===== src/hdl/edsu_pkg.sv =====
// shared types and constants for the event deadline scheduler
package edsu_pkg;

    localparam int FUNC_W = 2;
    localparam int ID_W   = 4;
    localparam int TIME_W = 64;
    localparam int PARAM_W = 32;
    localparam int STEP_W = 32;
    localparam int NEXT_EV_W = 5;

    localparam logic [TIME_W-1:0] NO_DEADLINE = {TIME_W{1'b1}};

    // input operation codes
    typedef enum logic [FUNC_W-1:0] {
        FUNC_SCHEDULE = 2'd0,
        FUNC_CANCEL   = 2'd1,
        FUNC_ADVANCE  = 2'd2,
        FUNC_RESERVED = 2'd3
    } func_t;

    // result kinds
    localparam logic KIND_STATUS = 1'b0;
    localparam logic KIND_FIRED  = 1'b1;

    // one table entry as held in memory
    typedef struct packed {
        logic [TIME_W-1:0]  deadline;
        logic [PARAM_W-1:0] param;
    } entry_t;

    localparam int ENTRY_W = $bits(entry_t);

    typedef enum logic [3:0] {
        ST_IDLE  = 4'b0001,
        ST_CHECK = 4'b0010,
        ST_SCAN  = 4'b0100,
        ST_STAT  = 4'b1000
    } state_t;

endpackage


===== src/hdl/event_deadline_scheduler_unit.sv =====
// top level of the earliest deadline event timer table
//
// event table with cached earliest armed deadline. deadlines and parameters
// live in one registered-read ram of EVENTS entries, armed bits and the cache
// in flops. a schedule or cancel that does not disturb the cached owner goes
// from accept straight to the status transaction. a schedule that moves the
// owner later, or a cancel of the owner, triggers a rescan: the ram is read
// once per entry, pipelined one entry per cycle. an advance first passes a
// check state that compares the new time against the cached deadline; if
// something is due it runs the same scan, which also fires and disarms due
// entries in ascending id order, one fired transaction each, and the scan
// pauses while a due entry meets a full output register. every item ends
// with a status transaction carrying the new earliest deadline. the output
// is a single register, so a new item can be accepted while the last status
// transaction waits for m_ready. no clearing pass is needed after reset.
module event_deadline_scheduler_unit #(
    parameter int EVENTS = 16
) (
    input  logic                           aclk,
    input  logic                           aresetn,
    // input channel
    input  logic                           s_valid,
    output logic                           s_ready,
    input  logic [edsu_pkg::FUNC_W-1:0]    s_func,
    input  logic [edsu_pkg::ID_W-1:0]      s_event_id,
    input  logic [edsu_pkg::TIME_W-1:0]    s_deadline,
    input  logic [edsu_pkg::PARAM_W-1:0]   s_event_param,
    input  logic [edsu_pkg::STEP_W-1:0]    s_time_step,
    // result channel
    output logic                           m_valid,
    input  logic                           m_ready,
    output logic                           m_kind,
    output logic [edsu_pkg::ID_W-1:0]      m_fired_id,
    output logic [edsu_pkg::PARAM_W-1:0]   m_fired_param,
    output logic [edsu_pkg::TIME_W-1:0]    m_fired_deadline,
    output logic [edsu_pkg::TIME_W-1:0]    m_earliest_dl,
    output logic [edsu_pkg::NEXT_EV_W-1:0] m_next_event,
    output logic                           m_last
);

    import edsu_pkg::*;

    localparam int IDX_W = (EVENTS > 1) ? $clog2(EVENTS) : 1;
    localparam int CNT_W = $clog2(EVENTS + 1);
    localparam logic [CNT_W-1:0]     CNT_END  = CNT_W'(EVENTS);
    localparam logic [NEXT_EV_W-1:0] NO_EVENT = NEXT_EV_W'(EVENTS);

    // control state
    state_t                 state_reg, state_next;
    logic                   fire_mode_reg, fire_mode_next;
    logic [EVENTS-1:0]      armed_reg, armed_next;
    logic [TIME_W-1:0]      time_reg, time_next;
    logic [TIME_W-1:0]      early_dl_reg, early_dl_next;
    logic [NEXT_EV_W-1:0]   early_ev_reg, early_ev_next;

    // scan pipeline: read address counter and the entry under evaluation
    logic [CNT_W-1:0]       rd_cnt_reg, rd_cnt_next;
    logic                   ev_vld_reg, ev_vld_next;
    logic [IDX_W-1:0]       ev_idx_reg, ev_idx_next;
    logic [TIME_W-1:0]      best_dl_reg, best_dl_next;
    logic [NEXT_EV_W-1:0]   best_ev_reg, best_ev_next;

    // output register
    logic                   out_vld_reg, out_vld_next;
    logic                   out_kind_reg, out_kind_next;
    logic [ID_W-1:0]        out_id_reg, out_id_next;
    logic [PARAM_W-1:0]     out_prm_reg, out_prm_next;
    logic [TIME_W-1:0]      out_dl_reg, out_dl_next;
    logic [TIME_W-1:0]      out_nd_reg, out_nd_next;
    logic [NEXT_EV_W-1:0]   out_ne_reg, out_ne_next;
    logic                   out_last_reg, out_last_next;

    // ram ports
    logic                   ram_we;
    logic [IDX_W-1:0]       ram_waddr;
    entry_t                 ram_wdata;
    logic                   ram_re;
    logic [IDX_W-1:0]       ram_raddr;
    entry_t                 ram_rdata;

    logic                   accept;
    logic                   out_free;
    logic                   id_ok;
    logic [IDX_W-1:0]       s_idx;
    logic                   id_armed;
    logic                   is_owner;
    logic                   ev_armed;
    logic                   ev_due;
    logic                   ev_fire;
    logic                   ev_better;
    logic                   stall;

    assign s_ready  = (state_reg == ST_IDLE);
    assign accept   = s_valid && s_ready;
    assign out_free = !out_vld_reg || m_ready;

    // ids beyond the table are ignored
    assign id_ok    = ({28'd0, s_event_id} < 32'(EVENTS));
    assign s_idx    = IDX_W'(s_event_id);
    assign id_armed = id_ok && armed_reg[s_idx];
    assign is_owner = id_armed && (early_ev_reg == NEXT_EV_W'(s_event_id));

    // schedule writes the entry at accept; scans only start afterwards
    assign ram_we          = accept && (func_t'(s_func) == FUNC_SCHEDULE) && id_ok;
    assign ram_waddr       = s_idx;
    assign ram_wdata.deadline = s_deadline;
    assign ram_wdata.param    = s_event_param;
    assign ram_raddr       = rd_cnt_reg[IDX_W-1:0];

    // evaluation of the entry whose read data is now present
    assign ev_armed  = ev_vld_reg && armed_reg[ev_idx_reg];
    assign ev_due    = fire_mode_reg && (ram_rdata.deadline <= time_reg);
    assign ev_fire   = ev_armed && ev_due;
    assign ev_better = ev_armed && !ev_due && (ram_rdata.deadline < best_dl_reg);
    assign stall     = ev_fire && !out_free;

    edsu_ram #(
        .WIDTH (ENTRY_W),
        .DEPTH (EVENTS)
    ) u_table (
        .aclk  (aclk),
        .we    (ram_we),
        .waddr (ram_waddr),
        .wdata (ram_wdata),
        .re    (ram_re),
        .raddr (ram_raddr),
        .rdata (ram_rdata)
    );

    always_comb begin
        state_next     = state_reg;
        fire_mode_next = fire_mode_reg;
        armed_next     = armed_reg;
        time_next      = time_reg;
        early_dl_next  = early_dl_reg;
        early_ev_next  = early_ev_reg;
        rd_cnt_next    = rd_cnt_reg;
        ev_vld_next    = ev_vld_reg;
        ev_idx_next    = ev_idx_reg;
        best_dl_next   = best_dl_reg;
        best_ev_next   = best_ev_reg;
        out_vld_next   = out_vld_reg && !m_ready;
        out_kind_next  = out_kind_reg;
        out_id_next    = out_id_reg;
        out_prm_next   = out_prm_reg;
        out_dl_next    = out_dl_reg;
        out_nd_next    = out_nd_reg;
        out_ne_next    = out_ne_reg;
        out_last_next  = out_last_reg;
        ram_re         = 1'b0;

        unique case (state_reg)
            ST_IDLE: begin
                // default target for anything that needs no scan
                state_next   = ST_STAT;
                rd_cnt_next  = '0;
                ev_vld_next  = 1'b0;
                best_dl_next = NO_DEADLINE;
                best_ev_next = NO_EVENT;
                if (accept) begin
                    unique case (func_t'(s_func))
                        FUNC_SCHEDULE: begin
                            if (id_ok) begin
                                armed_next[s_idx] = 1'b1;
                                if (s_deadline < early_dl_reg) begin
                                    early_dl_next = s_deadline;
                                    early_ev_next = NEXT_EV_W'(s_event_id);
                                end else if (is_owner && (s_deadline > early_dl_reg)) begin
                                    // owner moved later: find the new earliest
                                    fire_mode_next = 1'b0;
                                    state_next     = ST_SCAN;
                                end
                            end
                        end
                        FUNC_CANCEL: begin
                            if (id_armed) begin
                                armed_next[s_idx] = 1'b0;
                                if (is_owner) begin
                                    fire_mode_next = 1'b0;
                                    state_next     = ST_SCAN;
                                end
                            end
                        end
                        FUNC_ADVANCE: begin
                            time_next  = time_reg + {32'd0, s_time_step};
                            state_next = ST_CHECK;
                        end
                        default: begin
                            // reserved code: status only
                        end
                    endcase
                end else begin
                    state_next = ST_IDLE;
                end
            end
            ST_CHECK: begin
                // anything due at the new time
                fire_mode_next = 1'b1;
                state_next     = (time_reg >= early_dl_reg) ? ST_SCAN : ST_STAT;
            end
            ST_SCAN: begin
                if (!stall) begin
                    if (ev_fire) begin
                        armed_next[ev_idx_reg] = 1'b0;
                        out_vld_next  = 1'b1;
                        out_kind_next = KIND_FIRED;
                        out_id_next   = ID_W'(ev_idx_reg);
                        out_prm_next  = ram_rdata.param;
                        out_dl_next   = ram_rdata.deadline;
                        out_nd_next   = '0;
                        out_ne_next   = '0;
                        out_last_next = 1'b0;
                    end
                    if (ev_better) begin
                        best_dl_next = ram_rdata.deadline;
                        best_ev_next = NEXT_EV_W'(ev_idx_reg);
                    end
                    if (rd_cnt_reg != CNT_END) begin
                        ram_re      = 1'b1;
                        rd_cnt_next = rd_cnt_reg + 1'b1;
                        ev_vld_next = 1'b1;
                        ev_idx_next = rd_cnt_reg[IDX_W-1:0];
                    end else begin
                        ev_vld_next = 1'b0;
                        if (!ev_vld_reg) begin
                            // every entry evaluated: commit the new earliest
                            early_dl_next = best_dl_reg;
                            early_ev_next = best_ev_reg;
                            state_next    = ST_STAT;
                        end
                    end
                end
            end
            ST_STAT: begin
                if (out_free) begin
                    out_vld_next  = 1'b1;
                    out_kind_next = KIND_STATUS;
                    out_id_next   = '0;
                    out_prm_next  = '0;
                    out_dl_next   = '0;
                    out_nd_next   = early_dl_reg;
                    out_ne_next   = early_ev_reg;
                    out_last_next = 1'b1;
                    state_next    = ST_IDLE;
                end
            end
            default: begin
                state_next = ST_IDLE;
            end
        endcase
    end

    // control registers
    always_ff @(posedge aclk) begin
        if (!aresetn) begin
            state_reg    <= ST_IDLE;
            armed_reg    <= '0;
            time_reg     <= '0;
            early_dl_reg <= NO_DEADLINE;
            early_ev_reg <= NO_EVENT;
            ev_vld_reg   <= 1'b0;
            out_vld_reg  <= 1'b0;
        end else begin
            state_reg    <= state_next;
            armed_reg    <= armed_next;
            time_reg     <= time_next;
            early_dl_reg <= early_dl_next;
            early_ev_reg <= early_ev_next;
            ev_vld_reg   <= ev_vld_next;
            out_vld_reg  <= out_vld_next;
        end
    end

    // datapath registers
    always_ff @(posedge aclk) begin
        fire_mode_reg <= fire_mode_next;
        rd_cnt_reg    <= rd_cnt_next;
        ev_idx_reg    <= ev_idx_next;
        best_dl_reg   <= best_dl_next;
        best_ev_reg   <= best_ev_next;
        out_kind_reg  <= out_kind_next;
        out_id_reg    <= out_id_next;
        out_prm_reg   <= out_prm_next;
        out_dl_reg    <= out_dl_next;
        out_nd_reg    <= out_nd_next;
        out_ne_reg    <= out_ne_next;
        out_last_reg  <= out_last_next;
    end

    assign m_valid          = out_vld_reg;
    assign m_kind           = out_kind_reg;
    assign m_fired_id       = out_id_reg;
    assign m_fired_param    = out_prm_reg;
    assign m_fired_deadline = out_dl_reg;
    assign m_earliest_dl    = out_nd_reg;
    assign m_next_event     = out_ne_reg;
    assign m_last           = out_last_reg;

endmodule


===== src/hdl/edsu_ram.sv =====
// generic single write port, single read port ram with registered read
module edsu_ram #(
    parameter int WIDTH = 96,
    parameter int DEPTH = 16
) (
    input  logic                                   aclk,
    input  logic                                   we,
    input  logic [((DEPTH > 1) ? $clog2(DEPTH) : 1)-1:0] waddr,
    input  logic [WIDTH-1:0]                       wdata,
    input  logic                                   re,
    input  logic [((DEPTH > 1) ? $clog2(DEPTH) : 1)-1:0] raddr,
    output logic [WIDTH-1:0]                       rdata
);

    logic [WIDTH-1:0] mem [DEPTH];
    logic [WIDTH-1:0] rdata_reg;

    always_ff @(posedge aclk) begin
        if (we) begin
            mem[waddr] <= wdata;
        end
        if (re) begin
            rdata_reg <= mem[raddr];
        end
    end

    assign rdata = rdata_reg;

endmodule


===== config.mk =====
export PLATFORM = sky130hd
export DESIGN_NAME = event_deadline_scheduler_unit
export DESIGN_NICKNAME = d
export VERILOG_FILES = /design/src/hdl/edsu_pkg.sv /design/src/hdl/event_deadline_scheduler_unit.sv /design/src/hdl/edsu_ram.sv
export SDC_FILE = /design/constraint.sdc
export NUM_CORES = 2
export LEC_CHECK = 0
export BUFFER_PORTS_ARGS = -buffer_cell sky130_fd_sc_hd__buf_4
export CAP_MARGIN = 20
export CORE_ASPECT_RATIO = 1.4
export CORE_MARGIN = 2
export CORE_UTILIZATION = 35
export DETAILED_ROUTE_END_ITERATION = 8
export PLACE_DENSITY = 0.55
export SYNTH_ARGS = -nofsm -noshare
export SYNTH_HDL_FRONTEND = slang
export SYNTH_SLANG_ARGS = --single-unit
export TNS_END_PERCENT = 20

===== constraint.sdc =====
create_clock -name aclk -period 12.47 [get_ports aclk]
set_clock_uncertainty 0.2 [all_clocks]
set_input_delay 1.247 -clock aclk [delete_from_list [all_inputs] [get_ports aclk]]
set_output_delay 1.247 -clock aclk [all_outputs]
set_load 0.005 [all_outputs]

### Yosys cells after proc, flatten, opt, wreduce, memory -nomap -nowiden

Memories as Yosys holds them, arrays and structs flattened. A register that Yosys moved wholly into a read port is not among the register bits.
Index checks and enable logic that the tools add are counted.

* add/subtract/negate cells: 2
* order comparisons: 9
* equal/unequal tests: 23
* muxes and demuxes: 95
* bitwise operators: 6
* reduce and logical (&&, ||, !) cells: 32

Operators by type and width (number)
* 64-bit 2-to-1 mux: 14
* 64-bit one-hot mux with 2 select lines: 4
* 64-bit less-than comparator: 2
* 32-bit 2-to-1 mux: 3
* 5-bit 2-to-1 mux: 13
* 64-bit by 32-bit adder with 64-bit output: 1
* 64-bit greater-or-equal comparator: 1
* 64-bit > comparator: 1
* 64-bit <= comparator: 1
* 16-bit 2-to-1 mux: 4
* 16-bit one-hot mux with 2 select lines: 2
* 32-bit one-hot mux with 2 select lines: 1
* 4-bit 2-to-1 mux: 13
* 5-bit one-hot mux with 2 select lines: 4
* 16-bit AND: 2
* 16-bit inverter: 2
* 1-bit 2-to-1 mux: 24
* 16-bit bitwise OR: 1
* 4-bit one-hot mux with 4 select lines: 1
* 2-bit inequality test, second input constant: 7
* 7-bit AND reduction: 2
* 1-bit logical AND: 13
* 1-bit one-hot mux with 2 select lines: 6
* 4-bit one-hot mux with 3 select lines: 1
* 27 further kinds: 44

* register bits after elaboration: 405
* memory bits (writable): 1536
* input bits: 138
* output and inout bits: 173
* word-level logic and storage cells: 187
* memories: 1

Memory list
* u_table.mem: words 16, bits a word 96, read ports 1, clocked after Yosys merged registers in 1, write ports 1, line edsu_ram.sv:15 `logic [WIDTH-1:0] mem [DEPTH];`

### Longest topological paths before layout

* word-level depth: 10
* mapped depth: 15

### Cells and area by module

A second synthesis with hierarchy kept.

* cell total of the unflattened synthesis: 5000
* area total of the unflattened synthesis: 84807.6 um2

By module, submodules not included
* edsu_ram: times used 1, cells an instance 2460, area an instance 60316.6 um2
* event_deadline_scheduler_unit: times used 1, cells an instance 2540, area an instance 24491.0 um2

### Worst setup path before layout

Ideal clock, no wire load.

* path type: reg-to-reg
* start: reg u_table.rdata_reg[63] (netlist: u_table.rdata[63]) (read register of u_table.mem)
* end: reg out_nd_reg[0] (netlist: m_earliest_dl[0]), enable pin
* setup time: 0.706 ns
* arrival: 9.352 ns
* setup slack: 2.211 ns
* stages on the path, launching flop included: 9
* buffers on the path: 0
* period minus slack after synthesis: 10.259 ns
* cells stage by stage: edfxtp_1 ha_1 nand3_1 or3_1 or4_1 nor3_1 o21ai_1 o21a_1 nor2_1

* word-level cells in the longest chain between the ends: 6

RTL lines
* from (decl): line edsu_ram.sv:16 `logic [WIDTH-1:0] rdata_reg;`
* 64-bit <= comparator *: line event_deadline_scheduler_unit.sv:112 `assign ev_due = fire_mode_reg && (ram_rdata.deadline <= time_reg);`
* 1-bit logical AND *: line event_deadline_scheduler_unit.sv:112
* 1-bit logical AND *: line event_deadline_scheduler_unit.sv:113 `assign ev_fire = ev_armed && ev_due;`
* 1-bit logical AND: line event_deadline_scheduler_unit.sv:115 `assign stall = ev_fire && !out_free;`
* 2-bit inequality test (no source line)
* 4-bit AND reduction (no source line) *
* to (signal assigned): line event_deadline_scheduler_unit.sv:285 `out_nd_reg <= out_nd_next;`
* to (decl): line event_deadline_scheduler_unit.sv:69 `logic [TIME_W-1:0] out_nd_reg, out_nd_next;`

Every way passes the cells marked *; elsewhere a longest branch is shown, timed or not.
A chain may end at the register's enable or synchronous reset.

### Worst setup path in the final report

* start: reg u_table.rdata_reg[67] (netlist: u_table.rdata[67]) (read register of u_table.mem)
* end: reg out_nd_reg[11] (netlist: m_earliest_dl[11]), enable pin

Same word-level chain as after synthesis.

==> summary.txt <==
GRT
  • Largest net degree at the start of global routing: approximately 150
  • GRT Residual Overflow: 0
  • Vias in the first global route: 49,000
  • First-pass GRT wire length: between 300,000 and 400,000 um
  • Initial antenna violation count: 21
  • Overall Global Routing Usage: 0.188

Yosys
  • Post-Synth XOR/XNOR Area: 0.00554
  • Post-synth EDFFs: approximately 1,900
  • Syn Nets: between 5,000 and 6,000
  • Sequential area share after synthesis: 0.698
  • Synthesized cell area: 85,400 um^2
  • Post-synthesis register bit count: between 2,000 and 2,500
  • Synthesized area per cell: ~16 um^2
  • Largest family of logic cells by synthesized area: multiplexers
  • Syn Inst Count: approximately 5,500
  • Synth Flop Type: edfxtp_1
  • Adder-cell share of the synthesized area: 0.0426
  • Multiplexer share of the synthesized area: 0.0999
  • Synth Area in Compound Gates: 0.0754
  • Yosys warning total: 0
  • Async SR Flop Fraction: 0
  • Post-Synth Simple-Gate Area: 0.0576
  • Number of distinct library cells after synthesis: 75

CTS
  • Clock Sinks: between 2,000 and 2,500
  • Clock Latency Late Sink: ~840 ps
  • CTS clock-pin slew for the worst setup and hold paths: approximately 60 ps
  • Post-CTS Setup Bufs: 0
  • Post_cts resized: 0
  • Maximum clock path buffer count: 4
  • Hold-fix buffers, CTS: 0
  • Root Driver: clkbuf_16
  • TritonCTS clock tree: done
  • Num CTS Buffers: between 150 and 200
  • Depth of the CTS H-tree: 4

Cells and area
  • Non-Filler Instances: around 9,200
  • Most common cell after layout, fill and taps aside: edfxtp_1
  • Share of cells above drive strength 1: 0.169
  • Total Nets Final: 6,198
  • # fillers: 22,100
  • Area growth syn-to-layout: 14.5%
  • Number of flip-flops in the largest register: approximately 1,500
  • Most frequent cells in the layout: edfxtp_1, buf_4, o21ai_0
  • Post-layout instance area: between 90,000 and 100,000 um^2

STA
  • Final setup vio count: 0
  • RSZ-0062 raised after global routing: false
  • Slew Viols, Final: 0
  • Period utilization: 0.424
  • Setup tns final: 0 ps
  • Relative slew slack: 0.262
  • Final worst slack: slightly above 7000 ps
  • Minimum clock period: 5290 ps
  • Fmax: 0.189 GHz
  • Worst slew pin tran: roughly 1100 ps
  • Final hold viol count: 0

Floorplan
  • Core area: roughly 240,000 um^2
  • Die Footprint: around 250,000 um^2
  • Ports: 311
  • Row cnt: 214
  • Chip Width: roughly 420 um
  • Initial Util: 0.352
  • Die height: a little under 600 um

Placement
  • Dpl cells: roughly 9,000
  • Post-DP Area: about 92,000 um^2
  • PortBufs: 310
  • Placer Congestion: approximately 0.85
  • DP HPWL: ~130,000 um
  • Pre-CTS setup slack: 6750 ps

Setup path
  • CP startpoint kind: flop
  • Reg2reg start: u_table.rdata[67]
  • RR Endpoint: m_earliest_dl[11]
  • Crit path capture type: flop
  • Critical Path Max Stage Delay: 820 ps
  • Critical path required time: approximately 13,000 ps
  • Reg2Reg Setup Slack: a little over 7000 ps
  • Most used cell, CP: buf_4
  • Slowest CP cell: nor4_1
  • Buf/Inv on CP: 2
  • WS Path Type: flop to flop
  • Delay-heaviest family, CP: simple AND/OR/NAND/NOR gates
  • R2R cell count: 11
  • Worst EP arrival: roughly 5500 ps
  • Worst path cell trace: ha_1 > and3_1 > nand2_1 > nor4_1 > nand4_1 > nor3_1 > o21ai_1 > o21a_1 > nor2_4 > buf_4 > buf_4
  • Crit-path max FO: between 50 and 60

Routing
  • Via count: slightly below 50,000
  • Post-Route WL: between 200,000 and 250,000 um
  • 1st-iter DRT viols: around 4,000
  • Mean number of vias per cell: between 5 and 6
  • First-pass iteration count of the detailed router: 8
  • Average wire per standard cell: between 20 and 30 um
  • Residual DRC: 0
  • ANT nets after route: 0

Power
  • Flop pwr share: 0.521
  • Static Leak: about 0.034 uW
  • Worst vdd ir: 0.0000982 V
  • P_sw: ~3300 uW
  • Combinational share of power: 0.082
  • Total power: ~14,000 uW
  • Clock network power share: 0.397
  • Switching power share of the total: 0.226
  • Power Dens Cells: 148 nW/um^2
  • Pint: 11,200 uW

Min path
  • Worst hold path stage count: 2
  • Hold crit path type: flop to flop
  • Hold Path Origin: best_ev_reg[4]
  • Hold Path End: early_ev_reg[4]

Run status
  • Outcome: complete, no violations

Job
  • Max Cap Viol: 0
how the worst max path moves through the flow:
stage,slack (ps),cells after the start,to,from
after global routing,6840,9,u_table.rdata[41],rd_cnt_reg[0]
after floorplan,2210,8,m_earliest_dl[0],u_table.rdata[63]
after CTS,7080,11,rd_cnt_reg[4],u_table.rdata[63]
after detailed placement,6750,11,early_dl_reg[54],s_deadline[31]
after global placement,6870,11,early_dl_reg[49],s_deadline[31]
final,7180,11,m_earliest_dl[11],u_table.rdata[67]
cells by family (layout without fill, tap and decap cells):
| group | count (synthesis) | count (layout) |
|---|---|---|
| multiplexers | 588 | 588 |
| AND/OR/NAND/NOR | 981 | 981 |
| AO/OA/AOI/OAI | 1034 | 1034 |
| XOR/XNOR | 54 | 54 |
| buffers and inverters | 479 | 931 |
| other | 0 | 5 |
| flip-flops | 2037 | 2037 |
| adder cells (fa/ha/maj) | 290 | 290 |
area by class of cell:
type                       count  area, um^2  area share
inverter                     211         797     0.00815
tap                         3240        4050      0.0414
timing repair buffer         383        3100      0.0317
multi-input combinational   2947       24200       0.248
antenna                        5        12.5    0.000128
clock buffer                 251        5160      0.0527
clock inverter                86         857     0.00876
sequential                  2037       59600       0.610
worst min-delay path, cell delays in order, from the launching register on:
cell and delay (ps):
edfxtp_1 330, nand2_1 50, o211ai_1 70
power by group through the flow:
stage                     registers, uW  clock network (uW)  logic [uW]
after global placement             7690                   0        1180
after detailed placement           7690                   0        1200
after global routing               7540                6100        1300
final                              7540                5750        1190
after floorplan                    7700                   0         764
after CTS                          7540                5870        1200
through the flow:
step | util | hold slack (ps)
3_3_place_gp | 0.378 | 260
5_1_grt | 0.403 | 312
6_report | 0.403 | 275
3_5_place_dp | 0.378 | 271
4_1_cts | 0.402 | 270
2_1_floorplan | - | 248
cells in the mapped netlist (5+ instances only):
cell | number | area share
o21a_1 | 5 | 0.00044
xor2_1 | 19 | 0.0019
a21oi_1 | 233 | 0.014
and2_1 | 51 | 0.0037
nor3_2 | 7 | 0.00082
nor2b_1 | 119 | 0.0087
o211a_1 | 9 | 0.0011
a21o_1 | 58 | 0.0051
dfxtp_1 | 155 | 0.036
a221oi_1 | 105 | 0.011
nand4_1 | 43 | 0.0031
or4_1 | 7 | 0.00062
buf_2 | 7 | 0.00041
a22oi_1 | 96 | 0.0084
ha_1 | 289 | 0.042
a31oi_1 | 17 | 0.0012
nand2b_1 | 79 | 0.0058
nor3_1 | 48 | 0.0028
inv_1 | 208 | 0.0091
a21boi_0 | 17 | 0.0015
nor2_1 | 161 | 0.0071
a211oi_1 | 15 | 0.0013
mux2i_1 | 290 | 0.034
and3_1 | 8 | 0.00059
mux2_2 | 96 | 0.013
edfxtp_1 | 1882 | 0.66
nor4_1 | 18 | 0.0013
or3_1 | 14 | 0.0010
nand2_1 | 335 | 0.015
buf_1 | 51 | 0.0022
xnor2_1 | 35 | 0.0036
o21ai_0 | 363 | 0.021
a41oi_1 | 7 | 0.00072
clkbuf_1 | 208 | 0.0091
mux4_2 | 202 | 0.053
nand3_1 | 58 | 0.0034
o211ai_1 | 73 | 0.0064
per-layer routing:
layer	wire length (um)	vias up	global-route usage
met5	161	-	0
met4	6340	24	0.0548
met1	103000	25500	0.249
met2	119000	1375	0.323
li1	-	21800	-
met3	12000	345	0.0261
Note: power is estimated with default switching activity, not from simulation.
